### src/rtl/core/smpq_pkg.sv
// ----------------------------------------------------------------------------
// smpq_pkg
// shared widths, result codes and controller/datapath interface types for the
// stable max priority queue
// ----------------------------------------------------------------------------
package smpq_pkg;

    localparam int CAPACITY  = 64;
    localparam int PRIO_W    = 16;
    localparam int VALUE_W   = 32;
    localparam int REQ_PRI_W = 16;
    localparam int OCC_W     = 7;
    localparam int STAT_W    = 2;
    localparam int CNT_W     = $clog2(CAPACITY + 1);

    localparam logic OP_ENQ = 1'b0;
    localparam logic OP_DEQ = 1'b1;

    typedef enum logic [STAT_W-1:0] {
        ST_OK    = 2'd0,
        ST_EMPTY = 2'd1,
        ST_FULL  = 2'd2
    } status_t;

    // controller -> datapath
    typedef struct packed {
        logic    load;     // capture the input transfer
        logic    insert;   // sorted insert of the held entry
        logic    remove;   // drop the head entry
        logic    write;    // update the result register
        status_t code;     // result code for this operation
    } dp_cmd_t;

    // datapath -> controller
    typedef struct packed {
        logic op_deq;
        logic full;
        logic empty;
    } dp_status_t;

endpackage

### src/rtl/core/smpq_ctrl.sv
// ----------------------------------------------------------------------------
// smpq_ctrl
// two-state sequencer: capture an operation, then execute it and post the
// result; also owns the result valid flag
// ----------------------------------------------------------------------------
module smpq_ctrl (
    input  logic                aclk,
    input  logic                aresetn,
    input  logic                s_valid,
    output logic                s_ready,
    output logic                m_valid,
    input  logic                m_ready,
    input  smpq_pkg::dp_status_t dp_status,
    output smpq_pkg::dp_cmd_t    dp_cmd
);
    import smpq_pkg::*;

    typedef enum logic [1:0] {
        S_IDLE = 2'b01,
        S_EXEC = 2'b10
    } state_t;

    state_t state_reg, state_next;
    logic   m_valid_reg, m_valid_next;
    logic   accept;

    // result slot must be free (or draining) before a new operation starts
    assign s_ready = (state_reg == S_IDLE) && (!m_valid_reg || m_ready);
    assign accept  = s_valid && s_ready;
    assign m_valid = m_valid_reg;

    always_comb begin
        state_next   = state_reg;
        m_valid_next = m_valid_reg;
        dp_cmd       = '0;
        dp_cmd.code  = ST_OK;
        if (m_valid_reg && m_ready) begin
            m_valid_next = 1'b0;
        end
        unique case (state_reg)
            S_IDLE: begin
                if (accept) begin
                    dp_cmd.load = 1'b1;
                    state_next  = S_EXEC;
                end
            end
            S_EXEC: begin
                dp_cmd.write = 1'b1;
                if (dp_status.op_deq) begin
                    if (dp_status.empty) begin
                        dp_cmd.code = ST_EMPTY;
                    end else begin
                        dp_cmd.remove = 1'b1;
                    end
                end else begin
                    if (dp_status.full) begin
                        dp_cmd.code = ST_FULL;
                    end else begin
                        dp_cmd.insert = 1'b1;
                    end
                end
                m_valid_next = 1'b1;
                state_next   = S_IDLE;
            end
            default: begin
                state_next = S_IDLE;
            end
        endcase
    end

    always_ff @(posedge aclk) begin
        if (!aresetn) begin
            state_reg   <= S_IDLE;
            m_valid_reg <= 1'b0;
        end else begin
            state_reg   <= state_next;
            m_valid_reg <= m_valid_next;
        end
    end

endmodule

### config.mk
export PLATFORM = sky130hd
export DESIGN_NAME = smpq_ctrl
export DESIGN_NICKNAME = d
export VERILOG_FILES = /design/src/rtl/core/smpq_pkg.sv /design/src/rtl/core/smpq_ctrl.sv
export SDC_FILE = /design/constraint.sdc
export NUM_CORES = 1
export LEC_CHECK = 0
export ABC_AREA = 1
export BUFFER_PORTS_ARGS = -buffer_cell sky130_fd_sc_hd__buf_2
export CAP_MARGIN = 5
export CORE_AREA = 4 4 41 43
export DETAILED_ROUTE_END_ITERATION = 6
export DIE_AREA = 0 0 45 47
export HOLD_SLACK_MARGIN = 0.02
export SLEW_MARGIN = 20
export SYNTH_ARGS = -nofsm -noshare
export SYNTH_HDL_FRONTEND = slang
export SYNTH_SLANG_ARGS = --single-unit
### constraint.sdc
create_clock -name aclk -period 0.8 [get_ports aclk]
set_input_delay 0.16 -clock aclk [delete_from_list [all_inputs] [get_ports aclk]]
set_output_delay 0.16 -clock aclk [all_outputs]
set_load 0.05 [all_outputs]
==> metrics <==
Reg power frac 26.3%; max reg flops 2; Worst Path Max Fanout 6; RSZ-0062 raised after global routing yes; Logic pwr share 30.0%; I/O Pins 15; Worst Path Required 0.64 ns; Initial Util 13.9%; Cell Area, Synth 181 um^2; DIE HEIGHT 47 um; # rows 13; share of layout cells above drive strength 1 77.6%; Netlist cell types 10; switch share 32.6%; FMAX 833 MHz; min Tclk post-route 1.20 ns; total gr overflow 0; antenna cells 0; failing checks negative setup slack; fin cells 64; Worst Max-Slew Pin Slew 0.146 ns; first-pass GRT wire length 862 um; Die Span X 45 um; Clock power frac 43.7%; routability congestion estimate 0.693; Slew Viols, Final 0; DRC violations left 0; antenna violations before repair 0; # hold bufs at CTS 0; Syn Nets 35; leakage power 0.225 nW; post-synthesis sequential area ratio 33.1%; Overall Global Routing Usage 6.64%; Post-DP HPWL 416 um; MaxCap Viol Count 0; #FFs+latches synth 3; clock latency on the worst-skew pair 0.24 ns; vias 229; Setup Crit Path Kind register to output pin; first-pass iteration count of the detailed router 2; Worst setup EP type output pin; CTS sink count 3; die area 2120 um^2; clk_skew 0.00823 ns; fin crit share 150%; largest net degree at the start of global routing 7; setup violators final 11; Power Density 1380 nW/um^2; number of global-route vias before repair 212; status finished, violations left; Arrival @ worst endpoint 1.04 ns; IO buf count 14; Clock Path Buffers 2; Placed Cells 57; commonest non-fill, non-tap cell in the layout buf_6; sw power 0.203 mW; CTS tree yes; most frequent cells in the layout buf_6, buf_2, inv_1, nor2_4; crit path launch type register; Root Driver clkbuf_4; clk slew on worst S/H paths 0.04 ns; Post-Route WL 524 um; Synth Instances 28; PnR worst setup slack -0.401 ns; Yosys Warn Count 0; routed len/inst 8.19 um; Slew HR 90.3%; via/cell ratio 3.58; synthesis-to-layout area growth 150%; worst min-delay path class primary input to register; peak supply drop 0.000610 V; final hold vios 0; H-tree Lvls 1; Internal Power 0.421 mW; Num CTS Buffers 3; Post-Syn Area per Cell 6.48 um^2; 1st-iter DRT viols 2; antenna-violating nets left 0; core area 1300 um^2; overall power 0.624 mW; Final nets 57
==> worst max-delay path, stage by stage, from the launching register on <==
cell and delay [ns]:
dfxtp_2 0.31, inv_2 0.07, nand2_4 0.10, nor3_4 0.13, buf_6 0.18
==> Yosys cell counts <==
library cell | count | area, um^2
inv_1 | 8 | 30.0
nand2_1 | 4 | 15.0
nor2_1 | 4 | 15.0
dfxtp_1 | 3 | 60.1
nand3_1 | 2 | 10.0
nor2_2 | 2 | 12.5
nor3_2 | 2 | 20.0
a21oi_1 | 1 | 5.00
buf_4 | 1 | 7.51
nand2_2 | 1 | 6.26
==> what timing repair did <==
action / CTS / global route
setup buffers: 3 / 1
pin swaps: 3 / 3
endpoints found under the setup margin: 9 / 11
resized for setup: 23 / 3
==> power groups by stage <==
| stage | Clock, mW | Sequential (mW) | Combinational [mW] |
|---|---|---|---|
| 3_5_place_dp | 0 | 0.165 | 0.146 |
| 5_1_grt | 0.305 | 0.165 | 0.198 |
| 2_1_floorplan | 0 | 0.167 | 0.0998 |
| 3_3_place_gp | 0 | 0.165 | 0.146 |
| 6_report | 0.273 | 0.164 | 0.187 |
| 4_1_cts | 0.283 | 0.165 | 0.189 |
==> worst paths after layout <==
kind | end | depth (start not counted) | startpoint | slack [ns]
setup / recovery | dp_cmd[3] | 4 | state_reg[0] | -0.40
setup reg to reg | state_reg[1] | 5 | state_reg[0] | -0.05
hold / removal | state_reg[0] | 2 | aresetn | 0.12
hold reg to reg | m_valid | 2 | m_valid | 0.51
==> through the flow <==
stage / hold slack [ns] / utilization (%) / TNS, ns / cell area (um^2) / setup slack, ns
after CTS: 0.114 / 33.9 / -2.96 / 442 / -0.418
after detailed placement: 0.368 / 24.9 / -1.55 / 324 / -0.278
after floorplan: 0.245 / - / -1.25 / 239 / -0.233
final: 0.119 / 34.8 / -2.81 / 453 / -0.401
after global placement: 0.364 / 24.9 / -1.50 / 324 / -0.289
after global routing: 0.124 / 34.8 / -3.38 / 453 / -0.464
==> cell type report <==
class / instances / area [um^2]
Inverter: 8 / 33.8
Sequential cell: 3 / 66.3
Timing Repair Buffer: 18 / 169
Clock buffer: 4 / 26.3
Tap cell: 15 / 18.8
Multi-Input combinational cell: 16 / 139
Fill cell: 153 / 848
==> logic make-up (layout without fill, tap and decap cells) <==
logic type,after synthesis,count (layout),share of synthesized area [%]
flops,3,3,33.1
buf+inv,9,30,20.7
simple gates,15,15,43.4
compound gates,1,1,2.76
==> routing by layer <==
layer | global-route usage (%) | wire length [um] | up-vias
li1 | - | - | 122
met1 | 6.38 | 201 | 98
met2 | 7.63 | 257 | 9
met3 | 6.51 | 66 | 0
met4 | 7.02 | 0 | 0
met5 | 0 | 0 | -
Note: power is estimated with default switching activity, not from simulation.
